<file path="src/sv/ps2_hse_pkg.sv">
// Shared types and codes for the PS/2 host serial engine.
// Request and result payload structs, action codes and error codes.
// No dependencies.
package ps2_hse_pkg;

    typedef enum logic [1:0] {
        ACT_EDGE   = 2'd0,
        ACT_SEND   = 2'd1,
        ACT_POP    = 2'd2,
        ACT_UNUSED = 2'd3
    } action_t;

    typedef enum logic [2:0] {
        ERR_NONE      = 3'd0,
        ERR_START     = 3'd1,
        ERR_PARITY    = 3'd2,
        ERR_OVERFLOW  = 3'd3,
        ERR_STOP      = 3'd4,
        ERR_ACK       = 3'd5
    } error_t;

    typedef struct packed {
        action_t    action;
        logic       data_bit;
        logic [7:0] send_byte;
    } cmd_t;

    typedef struct packed {
        logic       data_drive_enable;
        logic       data_drive_level;
        logic       start_request;
        logic [7:0] popped_byte;
        logic       popped_valid;
        logic [3:0] bytes_available;
        logic       frame_received;
        logic       send_done;
        logic       sending_busy;
        error_t     error_code;
    } res_t;

    localparam logic [3:0] AVAIL_MAX = 4'd15;

endpackage

</file>
<file path="src/sv/ps2_host_serial_engine.sv">
// PS/2 host serial engine: frame receive/transmit sequencer and receive ring FIFO.
// Depends on ps2_hse_pkg for the payload structs and the action and error codes.
//
//   channel  | valid      | stall      | payload
//   ---------+------------+------------+------------------------------
//   request  | cmd_valid  | cmd_stall  | cmd (action, data_bit, send_byte)
//   result   | res_valid  | res_stall  | res (line drive, FIFO and status)
//
// Every request is accepted while cmd_stall is low and yields one result:
// the state update and FIFO read are registered in a first stage, then the
// result sits in the output register. One request per cycle while res_stall is low.
// A stalled result holds in the output register while the first stage still
// takes one more request; cmd_stall rises only when both stages are full.
// Reset clears the sequencer, indices and line drive; FIFO contents need none.
module ps2_host_serial_engine #(
    parameter int FIFO_SLOTS = 16
) (
    input  logic              clk,
    input  logic              rst_n,
    input  logic              cmd_valid,
    output logic              cmd_stall,
    input  ps2_hse_pkg::cmd_t cmd,
    output logic              res_valid,
    input  logic              res_stall,
    output ps2_hse_pkg::res_t res
);
    import ps2_hse_pkg::*;

    localparam int IDX_W = $clog2(FIFO_SLOTS);
    localparam int CNT_W = (IDX_W + 1 > 4) ? IDX_W + 1 : 4;
    localparam logic [IDX_W:0]   SLOTS_W  = (IDX_W + 1)'(FIFO_SLOTS);
    localparam logic [IDX_W-1:0] LAST_IDX = IDX_W'(FIFO_SLOTS - 1);

    // Frame sequencer phases; data phases count bits with bit_cnt.
    typedef enum logic [7:0] {
        PH_R_START  = 8'b0000_0001,
        PH_R_DATA   = 8'b0000_0010,
        PH_R_PARITY = 8'b0000_0100,
        PH_R_STOP   = 8'b0000_1000,
        PH_S_DATA   = 8'b0001_0000,
        PH_S_PARITY = 8'b0010_0000,
        PH_S_STOP   = 8'b0100_0000,
        PH_S_ACK    = 8'b1000_0000
    } phase_t;

    phase_t           phase_reg,  phase_next;
    logic [2:0]       bit_cnt_reg, bit_cnt_next;
    logic [7:0]       shift_reg,  shift_next;
    logic             parity_reg, parity_next;
    logic             drive_reg,  drive_next;
    logic             level_reg,  level_next;
    logic [IDX_W-1:0] widx_reg,   widx_next;
    logic [IDX_W-1:0] ridx_reg,   ridx_next;

    logic [7:0]       fifo_mem [FIFO_SLOTS];
    logic             wr_en;
    logic             rd_en;
    logic [7:0]       rdata_reg;

    logic             s1_valid_reg, s1_valid_next;
    res_t             s1_reg,       s1_next;
    res_t             s1_out;
    logic             res_valid_reg, res_valid_next;
    res_t             res_reg;

    logic             accept;
    logic             s1_adv;
    logic [IDX_W-1:0] widx_inc;
    logic [IDX_W-1:0] ridx_inc;
    logic [IDX_W:0]   diff_wide;
    logic [CNT_W-1:0] fill_cnt;

    // Handshake: stage one moves on when the output register is free or drains.
    assign s1_adv    = s1_valid_reg && (!res_valid_reg || !res_stall);
    assign cmd_stall = s1_valid_reg && !s1_adv;
    assign accept    = cmd_valid && !cmd_stall;

    assign widx_inc = (widx_reg == LAST_IDX) ? '0 : widx_reg + 1'b1;
    assign ridx_inc = (ridx_reg == LAST_IDX) ? '0 : ridx_reg + 1'b1;

    always_comb
    begin
        phase_next   = phase_reg;
        bit_cnt_next = bit_cnt_reg;
        shift_next   = shift_reg;
        parity_next  = parity_reg;
        drive_next   = drive_reg;
        level_next   = level_reg;
        widx_next    = widx_reg;
        ridx_next    = ridx_reg;
        wr_en        = 1'b0;
        rd_en        = 1'b0;
        s1_next      = '0;
        s1_next.error_code = ERR_NONE;

        if (accept)
        begin
            case (cmd.action)
                ACT_SEND:
                begin
                    // Load the byte and pull the line low for the start bit.
                    phase_next    = PH_S_DATA;
                    bit_cnt_next  = '0;
                    shift_next    = cmd.send_byte;
                    parity_next   = 1'b1;
                    drive_next    = 1'b1;
                    level_next    = 1'b0;
                    s1_next.start_request = 1'b1;
                end
                ACT_POP:
                begin
                    // Leave the indices alone on an empty FIFO.
                    if (widx_reg != ridx_reg)
                    begin
                        rd_en     = 1'b1;
                        ridx_next = ridx_inc;
                        s1_next.popped_valid = 1'b1;
                    end
                end
                ACT_EDGE:
                begin
                    case (phase_reg)
                        PH_R_START:
                        begin
                            if (!cmd.data_bit)
                            begin
                                phase_next   = PH_R_DATA;
                                bit_cnt_next = '0;
                                shift_next   = '0;
                                parity_next  = 1'b1;
                            end
                            else
                            begin
                                s1_next.error_code = ERR_START;
                            end
                        end
                        PH_R_DATA:
                        begin
                            shift_next   = {cmd.data_bit, shift_reg[7:1]};
                            parity_next  = parity_reg ^ cmd.data_bit;
                            bit_cnt_next = bit_cnt_reg + 1'b1;
                            if (bit_cnt_reg == 3'd7)
                            begin
                                phase_next = PH_R_PARITY;
                            end
                        end
                        PH_R_PARITY:
                        begin
                            if (cmd.data_bit != parity_reg)
                            begin
                                s1_next.error_code = ERR_PARITY;
                                phase_next = PH_R_START;
                            end
                            else
                            begin
                                phase_next = PH_R_STOP;
                            end
                        end
                        PH_R_STOP:
                        begin
                            if (cmd.data_bit)
                            begin
                                if (widx_inc != ridx_reg)
                                begin
                                    wr_en     = 1'b1;
                                    widx_next = widx_inc;
                                    s1_next.frame_received = 1'b1;
                                end
                                else
                                begin
                                    s1_next.error_code = ERR_OVERFLOW;
                                end
                            end
                            else
                            begin
                                s1_next.error_code = ERR_STOP;
                            end
                            phase_next = PH_R_START;
                        end
                        PH_S_DATA:
                        begin
                            shift_next   = {1'b0, shift_reg[7:1]};
                            parity_next  = parity_reg ^ shift_reg[0];
                            drive_next   = 1'b1;
                            level_next   = shift_reg[0];
                            bit_cnt_next = bit_cnt_reg + 1'b1;
                            if (bit_cnt_reg == 3'd7)
                            begin
                                phase_next = PH_S_PARITY;
                            end
                        end
                        PH_S_PARITY:
                        begin
                            drive_next = 1'b1;
                            level_next = parity_reg;
                            phase_next = PH_S_STOP;
                        end
                        PH_S_STOP:
                        begin
                            // Release the line so the device can drive ACK.
                            drive_next = 1'b0;
                            level_next = 1'b1;
                            phase_next = PH_S_ACK;
                        end
                        PH_S_ACK:
                        begin
                            if (cmd.data_bit)
                            begin
                                s1_next.error_code = ERR_ACK;
                            end
                            else
                            begin
                                s1_next.send_done = 1'b1;
                            end
                            phase_next = PH_R_START;
                        end
                        default:
                        begin
                            phase_next = PH_R_START;
                        end
                    endcase
                end
                default:
                begin
                end
            endcase
        end

        s1_next.data_drive_enable = drive_next;
        s1_next.data_drive_level  = level_next;
        s1_next.bytes_available   = (fill_cnt > CNT_W'(AVAIL_MAX)) ? AVAIL_MAX
                                                                     : fill_cnt[3:0];
        s1_next.sending_busy = (phase_next == PH_S_DATA) || (phase_next == PH_S_PARITY) ||
                               (phase_next == PH_S_STOP) || (phase_next == PH_S_ACK);
    end

    // Fill level after this request, from the updated ring indices.
    always_comb
    begin
        if (widx_next >= ridx_next)
        begin
            diff_wide = {1'b0, widx_next} - {1'b0, ridx_next};
        end
        else
        begin
            diff_wide = {1'b0, widx_next} + SLOTS_W - {1'b0, ridx_next};
        end
        fill_cnt = CNT_W'(diff_wide);
    end

    assign s1_valid_next  = accept ? 1'b1 : (s1_adv ? 1'b0 : s1_valid_reg);
    assign res_valid_next = s1_adv ? 1'b1 : (res_stall ? res_valid_reg : 1'b0);

    always_ff @(posedge clk or negedge rst_n)
    begin
        if (!rst_n)
        begin
            phase_reg     <= PH_R_START;
            bit_cnt_reg   <= '0;
            shift_reg     <= '0;
            parity_reg    <= 1'b1;
            drive_reg     <= 1'b0;
            level_reg     <= 1'b1;
            widx_reg      <= '0;
            ridx_reg      <= '0;
            s1_valid_reg  <= 1'b0;
            res_valid_reg <= 1'b0;
        end
        else
        begin
            phase_reg     <= phase_next;
            bit_cnt_reg   <= bit_cnt_next;
            shift_reg     <= shift_next;
            parity_reg    <= parity_next;
            drive_reg     <= drive_next;
            level_reg     <= level_next;
            widx_reg      <= widx_next;
            ridx_reg      <= ridx_next;
            s1_valid_reg  <= s1_valid_next;
            res_valid_reg <= res_valid_next;
        end
    end

    // Receive FIFO storage with registered read port.
    always_ff @(posedge clk)
    begin
        if (wr_en)
        begin
            fifo_mem[widx_reg] <= shift_reg;
        end
        if (rd_en)
        begin
            rdata_reg <= fifo_mem[ridx_reg];
        end
    end

    // Merge the FIFO read data into the stage-one result; zero it on an empty pop.
    always_comb
    begin
        s1_out             = s1_reg;
        s1_out.popped_byte = s1_reg.popped_valid ? rdata_reg : 8'd0;
    end

    // Payload registers: load stage one on accept, output on advance.
    always_ff @(posedge clk)
    begin
        if (accept)
        begin
            s1_reg <= s1_next;
        end
        if (s1_adv)
        begin
            res_reg <= s1_out;
        end
    end

    assign res_valid = res_valid_reg;
    assign res       = res_reg;

endmodule

</file>
<file path="config.mk">
export PLATFORM = sky130hd
export DESIGN_NAME = ps2_host_serial_engine
export DESIGN_NICKNAME = d
export VERILOG_FILES = /design/src/sv/ps2_hse_pkg.sv /design/src/sv/ps2_host_serial_engine.sv
export SDC_FILE = /design/constraint.sdc
export NUM_CORES = 1
export LEC_CHECK = 0
export ABC_AREA = 1
export BUFFER_PORTS_ARGS = -buffer_cell sky130_fd_sc_hd__buf_2
export CAP_MARGIN = 10
export CORE_MARGIN = 8
export CORE_UTILIZATION = 60
export CTS_BUF_LIST = sky130_fd_sc_hd__clkbuf_16
export DETAILED_ROUTE_END_ITERATION = 16
export GPL_TIMING_DRIVEN = 0
export PLACE_DENSITY = 0.82
export SLEW_MARGIN = 25
export SYNTH_ARGS = -nofsm -noshare
export SYNTH_HDL_FRONTEND = slang
export SYNTH_SLANG_ARGS = --single-unit
</file>
<file path="constraint.sdc">
create_clock -name clk -period 3.2 [get_ports clk]
set_input_delay 0.16 -clock clk [delete_from_list [all_inputs] [get_ports clk]]
set_output_delay 0.16 -clock clk [all_outputs]
set_load 0.02 [all_outputs]
</file>
**Yosys cells after proc, flatten, opt, wreduce, memory -nomap -nowiden**

Memory sizes are Yosys's and may differ from the RTL's. A register that Yosys moved wholly into a read port is not among the register bits.
Cells that the tools add are included.
Widths: inputs -> output; s select.

- $add $sub $neg: 6
- $lt $le $gt $ge: 2
- Eq/ne operators: 24
- Multiplexer cells: 55
- Bitwise operators: 2
- Reductions and logical operators: 19

Operator list:

| kind | number |
|---|---|
| $pmux 8 s6 | 1 |
| $mux 4 | 11 |
| $mux 8 | 5 |
| $pmux 8 s2 | 2 |
| $pmux 8 s3 | 1 |
| $mux 1 | 20 |
| $eq 8x5->1 const B | 2 |
| $eq 8x6->1 const B | 2 |
| $eq 8x7->1 const B | 2 |
| $eq 8x8->1 const B | 2 |
| $pmux 3 s2 | 2 |
| $pmux 3 s4 | 1 |
| $mux 3 | 3 |
| $add 4x1->4 const B | 2 |
| $eq 4x4->1 const B | 2 |
| $eq 8x1->1 const B | 1 |
| $eq 8x2->1 const B | 1 |
| $eq 8x3->1 const B | 1 |
| $eq 8x4->1 const B | 1 |
| $ne 4x4->1 | 2 |
| $pmux 1 s2 | 4 |
| $reduce_and 4->1 | 2 |
| $pmux 1 s3 | 2 |
| $add 4x5->5 const B | 1 |
| 23 further kinds | 35 |

- Bits in registers: 68
- Memory bits (writable): 128
- Input port bits: 15
- Output and inout port bits: 24
- Logic and storage cells: 138
- Memories: 1

Memory list:

| memory | words | bits a word | rd ports | clocked after Yosys merged registers in | write ports | line | RTL |
|---|---|---|---|---|---|---|---|
| fifo_mem | 16 | 8 | 1 | 1 | 1 | ps2_host_serial_engine.sv:55 | `logic [7:0] fifo_mem [FIFO_SLOTS];` |

**Depth between registers and ports, before layout**

Gate-level depths: netlist (run 1).

- Word-level depth: 12
- Mapped depth: 20
- Gate-level depth less buffers: 20

**Worst setup path before layout (run 1)**

No wires, ideal clock.

- Path kind: register -> register
- Start: register widx_reg[0]
- End: register s1_reg (netlist bit s1_out[6]), data pin
- Library setup time: 258 ps
- Arrival time: 2599 ps
- Data required time: 2942 ps
- Path slack: 342 ps
- Cell stages (with the launch flop): 19
- Buffers on the path: 0
- Clock period less this slack: 2858 ps
- Cell sequence: dfrtp_1 > inv_1 > ha_1 > xnor2_1 > o21ai_0 > nor2_1 > nand2_2 > nand3_4 > nand2_1 > o21ai_1 > inv_1 > ha_1 > nand2_1 > o21ai_0 > a21oi_1 > nand2_1 > xor2_1 > nand3b_1 > nand2_1

- Cells in the longest elaborated chain, start to end: 12
- Elaborated cells between the ends (all ways): 19
- Classes of those cells: add/sub (4); order compare (2); eq/ne (3); mux (10)

Ends and longest elaborated chain:

| item | line | RTL |
|---|---|---|
| from (decl) | ps2_host_serial_engine.sv:52 | `logic [IDX_W-1:0] widx_reg, widx_next;` |
| from (signal assigned) | ps2_host_serial_engine.sv:277 | `widx_reg <= widx_next;` |
| $add 4x1->4 / $eq 4x4->1 (equally long branches) | ps2_host_serial_engine.sv:78 | `assign widx_inc = (widx_reg == LAST_IDX) ? '0 : widx_reg + 1'b1;` |
| $mux 4 * | ps2_host_serial_engine.sv:78 |  |
| $ne 4x4->1 | ps2_host_serial_engine.sv:163 | `if (widx_inc != ridx_reg)` |
| $mux 4 * | ps2_host_serial_engine.sv:163 |  |
| $mux 4 * | ps2_host_serial_engine.sv:161 | `if (cmd.data_bit)` |
| $mux 4 * | ps2_host_serial_engine.sv:122 | `case (phase_reg)` |
| $mux 4 * | ps2_host_serial_engine.sv:98 | `case (cmd.action)` |
| $mux 4 * | ps2_host_serial_engine.sv:96 | `if (accept)` |
| via widx_next[1] | ps2_host_serial_engine.sv:52 |  |
| $add 4x5->5 | ps2_host_serial_engine.sv:246 | `diff_wide = {1'b0, widx_next} + SLOTS_W - {1'b0, ridx_next};` |
| $sub 5x4->5 | ps2_host_serial_engine.sv:246 |  |
| $mux 5 * | ps2_host_serial_engine.sv:240 | `if (widx_next >= ridx_next)` |
| $gt 5x4->1 | ps2_host_serial_engine.sv:231 | `s1_next.bytes_available = (fill_cnt > CNT_W'(AVAIL_MAX)) ? AVAIL_MAX` |
| to (signal assigned) | ps2_host_serial_engine.sv:309 | `s1_reg <= s1_next;` |
| to (decl) | ps2_host_serial_engine.sv:61 | `res_t s1_reg, s1_next;` |

The timed path passes the listed nets; every way through them passes the cells marked *.
A chain may end at the register's enable or synchronous reset.

**Worst setup path in the final report (run 1)**

- Start: register widx_reg[0]
- End: register s1_reg (netlist bit s1_out[9]), data pin

The elaborated chain is that of the path after synthesis.

==> flow_metrics.py, run 1 <==
metrics = {
    "run_status": {
        "outcome": "complete, but fails checks",
        "violations": "setup timing",
    },
    "logic_synthesis": {
        "synth_compound_area_share_pct": 9.01,
        "synth_xor_area_share_pct": 1.00,
        "synth-simple-area-share_pct": 15.4,
        "synth_mux_area_share_pct": 0,
        "ys_types": 44,
        "avgSynthCellArea_um2": 11.5,
        "synth_seq_cells": 204,
        "synth_most_common_cell": "edfxtp_1",
        "dominantRegCellSynth": "edfxtp_1",
        "yosys-top-cells-count": "edfxtp_1, nand2_1, nor2_1, o21ai_0, inv_1",
        "synth_nets": 789,
        "synth_fa_ha_area_share_pct": 1.80,
        "synth_area_leaders": "edfxtp_1, dfrtp_1, nand2_1",
        "yosys.area.top_type": "edfxtp_1",
        "yosys_warnings": 0,
        "syn_area_mm2": 0.00875,
        "postSynthCellCount": 762,
        "synth_edf_count": 172,
        "synth_top_family_by_area": "simple AND/OR/NAND/NOR gates",
        "yosys.area.top_type_share_pct": 59.0,
        "ys_seq_area_share_pct": 68.2,
        "async_flop_share_pct": 15.7,
    },
    "routing": {
        "wl_per_cell_um": 20.5,
        "vias": 6362,
        "wirelength_mm": 21.2,
        "antenna_left": 0,
        "via_per_inst": 6.14,
        "drtIter0Drc": 795,
        "drc": 0,
        "drtPass1Iterations": 6,
    },
    "placement": {
        "place_hpwl_mm": 13.5,
        "port_buffers": 38,
        "place_congestion": 0.898,
        "place_area_mm2": 0.00924,
    },
    "clock_tree": {
        "clk_latency_ns": 0.51,
        "clk_pin_slew_worst_paths_ns": 0.06,
        "cts_tree": "yes",
        "clockBufferDepth": 3,
        "clock-sinks": 204,
        "cts_root_buf": "clkbuf_16",
        "cts_buffers": 20,
        "cts_max_level": 1,
    },
    "cells_and_area": {
        "area_growth_pct": 15.9,
        "layout-drive-gt1-share_pct": 18.1,
        "stdcell_area_mm2": 0.0101,
        "nets": 867,
        "diodes": 0,
        "largest_reg_flops": 128,
    },
    "grt": {
        "first_global_vias": 6283,
        "overflow": 0,
        "grt_max_degree": 33,
        "grt_first_pass_wirelength_mm": 32.6,
        "grt_usage_pct": 22.5,
        "grt_antenna_before_repair": 0,
    },
    "timing": {
        "worst_slew_pin_slew_ns": 1.02,
        "setup_viol": 4,
        "period_minus_slack_ns": 3.25,
        "fin_ws_ns": -0.0520,
        "final_max_slew_viol_count": 0,
        "clock_skew_ns": 0.0197,
        "finalCritPeriodShare_pct": 102,
        "hold-worst-slack_ns": 0.00965,
        "fmax_mhz": 308,
        "hold_viol": 0,
        "slew_headroom_pct": 31.5,
    },
    "floorplanning": {
        "start_util_pct": 60.9,
        "ioPinCount": 39,
        "core_area_mm2": 0.0144,
        "row_count": 44,
        "dieArea_mm2": 0.0187,
        "die_width_um": 137,
        "die_h_um": 137,
    },
    "setup_path": {
        "worstSetupPathType": "reg2reg",
        "crit_top_cell": "nand2_1",
        "r2r_start": "widx_reg[0]",
        "worstSetupStartpoint": "widx_reg[0]",
        "worstPathArrival_ns": 3.50,
        "endpoint_kind": "flip-flop",
        "worst_setup_path_start_kind": "flip-flop",
        "crit_path_top_delay_cell": "dfrtp_2",
        "required_ns": 3.45,
        "crit_chain": "ha_4, nand3_1, nand2_1, o21ai_1, nor2_4, nand2_4, nand4_1, nand2_1, nand2_2, ha_4, nand2_1, o21ai_0, a21oi_1, nand2_1, xor2_1, nand3b_1, nand2_1",
        "cp_max_fo": 5,
        "cp_slowest_stage_delay_ns": 0.47,
    },
    "pwr": {
        "pwr-share-seq_pct": 44.4,
        "combPwrFrac_pct": 27.3,
        "power_density_mw_per_mm2": 812,
        "switchingPower_mw": 2.83,
        "swShare_pct": 34.4,
        "clockPowerShare_pct": 28.3,
        "p_int_mw": 5.39,
        "p_leak_nw": 3.93,
        "vdd_drop_max_v": 0.000502,
    },
    "min_path": {
        "hold_path_class": "in2reg",
        "min-delay-start": "cmd[0]",
    },
    "flow_run": {
        "cap_violations": 0,
    },
}
## area by class of cell
class,instances,area [µm²]
Fill cell,896,4230
Inverter,64,249
Sequential cell,204,5970
Clock inverter,14,114
Tap cell,184,230
Buffer,29,154
Clock buffer,21,526
Multi-Input combinational cell,464,2540
Timing Repair Buffer,57,353
## through the flow
stage	total power [mW]	cells	setup TNS [ns]	util (%)	setup slack (ns)
6_report	8.23	1037	-0.0873	70.5	-0.0520
5_1_grt	8.52	1037	-0.505	70.5	-0.163
4_1_cts	8.06	1030	0	69.6	0.00351
3_5_place_dp	5.73	984	-0.884	64.3	-0.233
3_3_place_gp	5.62	984	0	63.8	0.0110
2_1_floorplan	4.97	762	0	-	0.342
## critical path: cells and delay by family, from the launching register on
| kind | cells | cell delay, ns |
|---|---|---|
| adder cells (fa/ha/maj) | 2 | 0.46 |
| AO/OA/AOI/OAI | 3 | 0.57 |
| flip-flops | 1 | 0.47 |
| AND/OR/NAND/NOR | 11 | 1.34 |
| XOR/XNOR | 1 | 0.15 |
## layout by cell type, fill, tap and decap left out, types with 11 or more instances in the layout
master,netlist,routed
nand3_1,40,39
nand2_1,160,156
buf_2,12,50
o21ai_0,58,55
inv_1,57,57
dfrtp_1,29,27
a21oi_1,28,27
o22ai_1,11,11
edfxtp_1,172,172
nor3_2,1,12
nor2_1,68,67
clkbuf_1,12,11
buf_4,2,13
clkbuf_16,0,21
## layer usage
metal  wire length [µm]  up-vias  global-route usage (%)  share of wire (%)
met5                  0        -                       0                  0
met4                723        0                    9.52                3.4
met3               2010       76                    4.41                9.5
met2              10400      373                    38.1                 49
met1               8130     3083                    27.8                 38
li1                   -     2830                       -                  -
## what timing repair did
| item | CTS | global route |
|---|---|---|
| pin swaps | 1 | 7 |
| buffers inserted | 3 | 8 |
| resized for setup | 5 | 22 |
| endpoints found under the setup margin | 4 | 4 |
| cloned | 0 | 0 |
| hold buffers | 8 | 0 |
| endpoints found under the hold margin | 36 | 0 |
## power by group through the flow
stage	sequential (mW)	clock, mW	combinational [mW]
after global routing	3.68	2.42	2.42
final	3.65	2.33	2.25
after global placement	3.67	0	1.95
after floorplan	3.62	0	1.35
after CTS	3.64	2.32	2.10
after detailed placement	3.70	0	2.03
## path summary, 6_finish.rpt
path / end / slack [ns] / cells after the start
worst max-delay path: s1_out[9] / -0.05 / 17
worst min-delay path: shift_reg[0] / 0.01 / 3
worst max register to register: s1_out[9] / -0.05 / 17
worst min register to register: res[7] / 0.42 / 0
max in group asynchronous: widx_reg[0] / 2.44 / 2
min in group asynchronous: phase_reg[5] / 0.25 / 2
## cell families (layout without fill, tap and decap cells)
group | count (synthesis) | in the layout
flops | 204 | 204
simple gates | 307 | 307
xor+xnor | 10 | 10
fa+ha+maj | 12 | 12
buf+inv | 94 | 185
compound gates | 135 | 135
(Power assumes the default switching activity.)
==> run 2, diff against run 1 <==
- CELL_PAD_IN_SITES_DETAIL_PLACEMENT: not set -> 0
- CELL_PAD_IN_SITES_GLOBAL_PLACEMENT: not set -> 1
- CORE_UTILIZATION: 60 -> 50
- PLACE_DENSITY: 0.82 -> 0.84
==> flow_metrics.py, run 2 (synthesis gave the netlist of run 1 again) <==
metrics = {
    "timing": {
        "final_max_slew_viol_count": 0,
        "period_minus_slack_ns": 3.02,
        "setup_tns_ns": 0,
        "fmax_mhz": 331,
        "finalCritPeriodShare_pct": 94.4,
        "hold_viol": 0,
        "setup_viol": 0,
        "slew_headroom_pct": 33.6,
        "worst_slew_pin_slew_ns": 0.992,
        "fin_ws_ns": 0.178,
        "clock_skew_ns": 0.0119,
    },
    "cells_and_area": {
        "diodes": 0,
        "final_common_cell": "edfxtp_1",
        "post-route-util_pct": 59.7,
        "seqCellArea_mm2": 0.00597,
        "final_cell_mix": "edfxtp_1, nand2_1, nor2_1",
        "layout.cells.non_filler": 1085,
        "fillers": 1373,
        "area_growth_pct": 17.3,
        "layout-drive-gt1-share_pct": 18.3,
        "nets": 871,
        "largest_reg_flops": 128,
        "multi_input_area_mm2": 0.00253,
    },
    "floorplanning": {
        "row_count": 48,
        "core_area_mm2": 0.0172,
        "die_h_um": 148,
        "start_util_pct": 50.9,
        "die_width_um": 148,
        "ioPinCount": 39,
        "dieArea_mm2": 0.0220,
    },
    "clock_tree": {
        "clk_latency_ns": 0.50,
        "cts_root_buf": "clkbuf_16",
        "clk_pin_slew_worst_paths_ns": 0.06,
        "cts_buffers": 22,
        "clockBufferDepth": 3,
        "clock-sinks": 204,
        "cts_max_level": 1,
        "cts_tree": "yes",
    },
    "setup_path": {
        "worst_setup_path_start_kind": "flip-flop",
        "endpoint_kind": "flip-flop",
        "worstPathArrival_ns": 3.27,
        "required_ns": 3.44,
        "cp_max_fo": 6,
        "worstSetupPathType": "reg2reg",
    },
    "routing": {
        "drtPass1Iterations": 5,
        "vias": 5987,
        "drtIter0Drc": 462,
        "wl_per_cell_um": 18.8,
        "wirelength_mm": 20.4,
        "via_per_inst": 5.52,
        "antenna_left": 0,
        "drc": 0,
    },
    "pwr": {
        "p_int_mw": 5.47,
        "combPwrFrac_pct": 26.2,
        "clockPowerShare_pct": 29.4,
        "power_density_mw_per_mm2": 802,
        "p_total_mw": 8.23,
        "vdd_drop_max_v": 0.000464,
        "switchingPower_mw": 2.76,
        "p_leak_nw": 3.99,
        "swShare_pct": 33.5,
        "pwr-share-seq_pct": 44.4,
    },
    "placement": {
        "dp_cells": 1026,
        "place_congestion": 0.877,
        "port_buffers": 38,
        "place_hpwl_mm": 13.8,
        "post-place-ws_ns": -0.245,
    },
    "flow_run": {
        "cap_violations": 0,
    },
    "grt": {
        "grt_max_degree": 33,
        "grt_first_pass_wirelength_mm": 32.2,
        "grt_usage_pct": 18.6,
        "overflow": 0,
        "grt_antenna_before_repair": 0,
        "first_global_vias": 6084,
    },
    "min_path": {
        "hold_path_class": "in2reg",
    },
    "run_status": {
        "outcome": "complete, no violations",
    },
}
==> run 2: worst paths after layout <==
| path | startpoint | end | slack (ns) | depth (start not counted) |
|---|---|---|---|---|
| worst max-delay path | widx_reg[1] | s1_out[6] | 0.18 | 18 |
| worst min-delay path | cmd_valid | s1_valid_reg | 0.05 | 3 |
| worst max register to register | widx_reg[1] | s1_out[6] | 0.18 | 18 |
| worst min register to register | s1_out[7] | res[7] | 0.42 | 0 |
| max in group asynchronous | rst_n | widx_reg[1] | 2.39 | 2 |
| min in group asynchronous | rst_n | phase_reg[6] | 0.27 | 2 |
==> run 2: area by class of cell <==
cell class              count  share of cell area, %
multi-input cells         464                   24.7
inverters                  64                   2.41
clock inverters            16                  0.963
plain buffers              29                   1.50
flip-flops and latches    204                   58.2
clock buffers              24                   5.85
repair buffers             59                   3.63
well taps                 225                   2.74
==> run 2: metal layers <==
layer | track usage, % | vias up | share of wire, %
met1 | 23.1 | 2900 | 41
li1 | - | 2844 | -
met2 | 32.0 | 210 | 50
met4 | 6.32 | 0 | 2.1
met5 | 0 | - | 0
met3 | 3.74 | 33 | 6.7
==> run 2: repair_timing <==
action                     CTS  global route
hold buffers                10             0
buffers inserted             7             3
pin swaps                    1             5
resized for setup            5            21
setup endpoints to repair    4             4
hold endpoints to repair    38             0
==> run 2: power by group through the flow <==
| stage | combinational [mW] | clock (mW) | sequential, mW |
|---|---|---|---|
| floorplan | 1.35 | 0 | 3.62 |
| global placement | 1.98 | 0 | 3.68 |
| detailed placement | 2.05 | 0 | 3.70 |
| CTS | 2.12 | 2.45 | 3.65 |
| global route | 2.39 | 2.55 | 3.69 |
| finish | 2.16 | 2.42 | 3.65 |
==> run 2: critical path: stages, from the launching register on <==
cell and delay [ns]:
dfrtp_2 0.45, inv_4 0.07, ha_4 0.30, xnor2_2 0.11, o21ai_1 0.11, nor2_2 0.19, nand2_4 0.08, nand3_4 0.11
nand2_2 0.09, o21ai_4 0.07, inv_1 0.08, ha_1 0.29, nand2_1 0.07, o21ai_0 0.08, a21oi_1 0.20, nand2_1 0.10
xor2_1 0.15, nand3b_1 0.14, nand2_1 0.08
==> run 2: stage by stage <==
step	instance area [µm²]	hold slack, ns
after floorplan	8750	-0.136
after global placement	9220	0.266
after detailed placement	9290	0.275
after CTS	10200	0.0499
after global routing	10300	0.0464
final	10300	0.0465
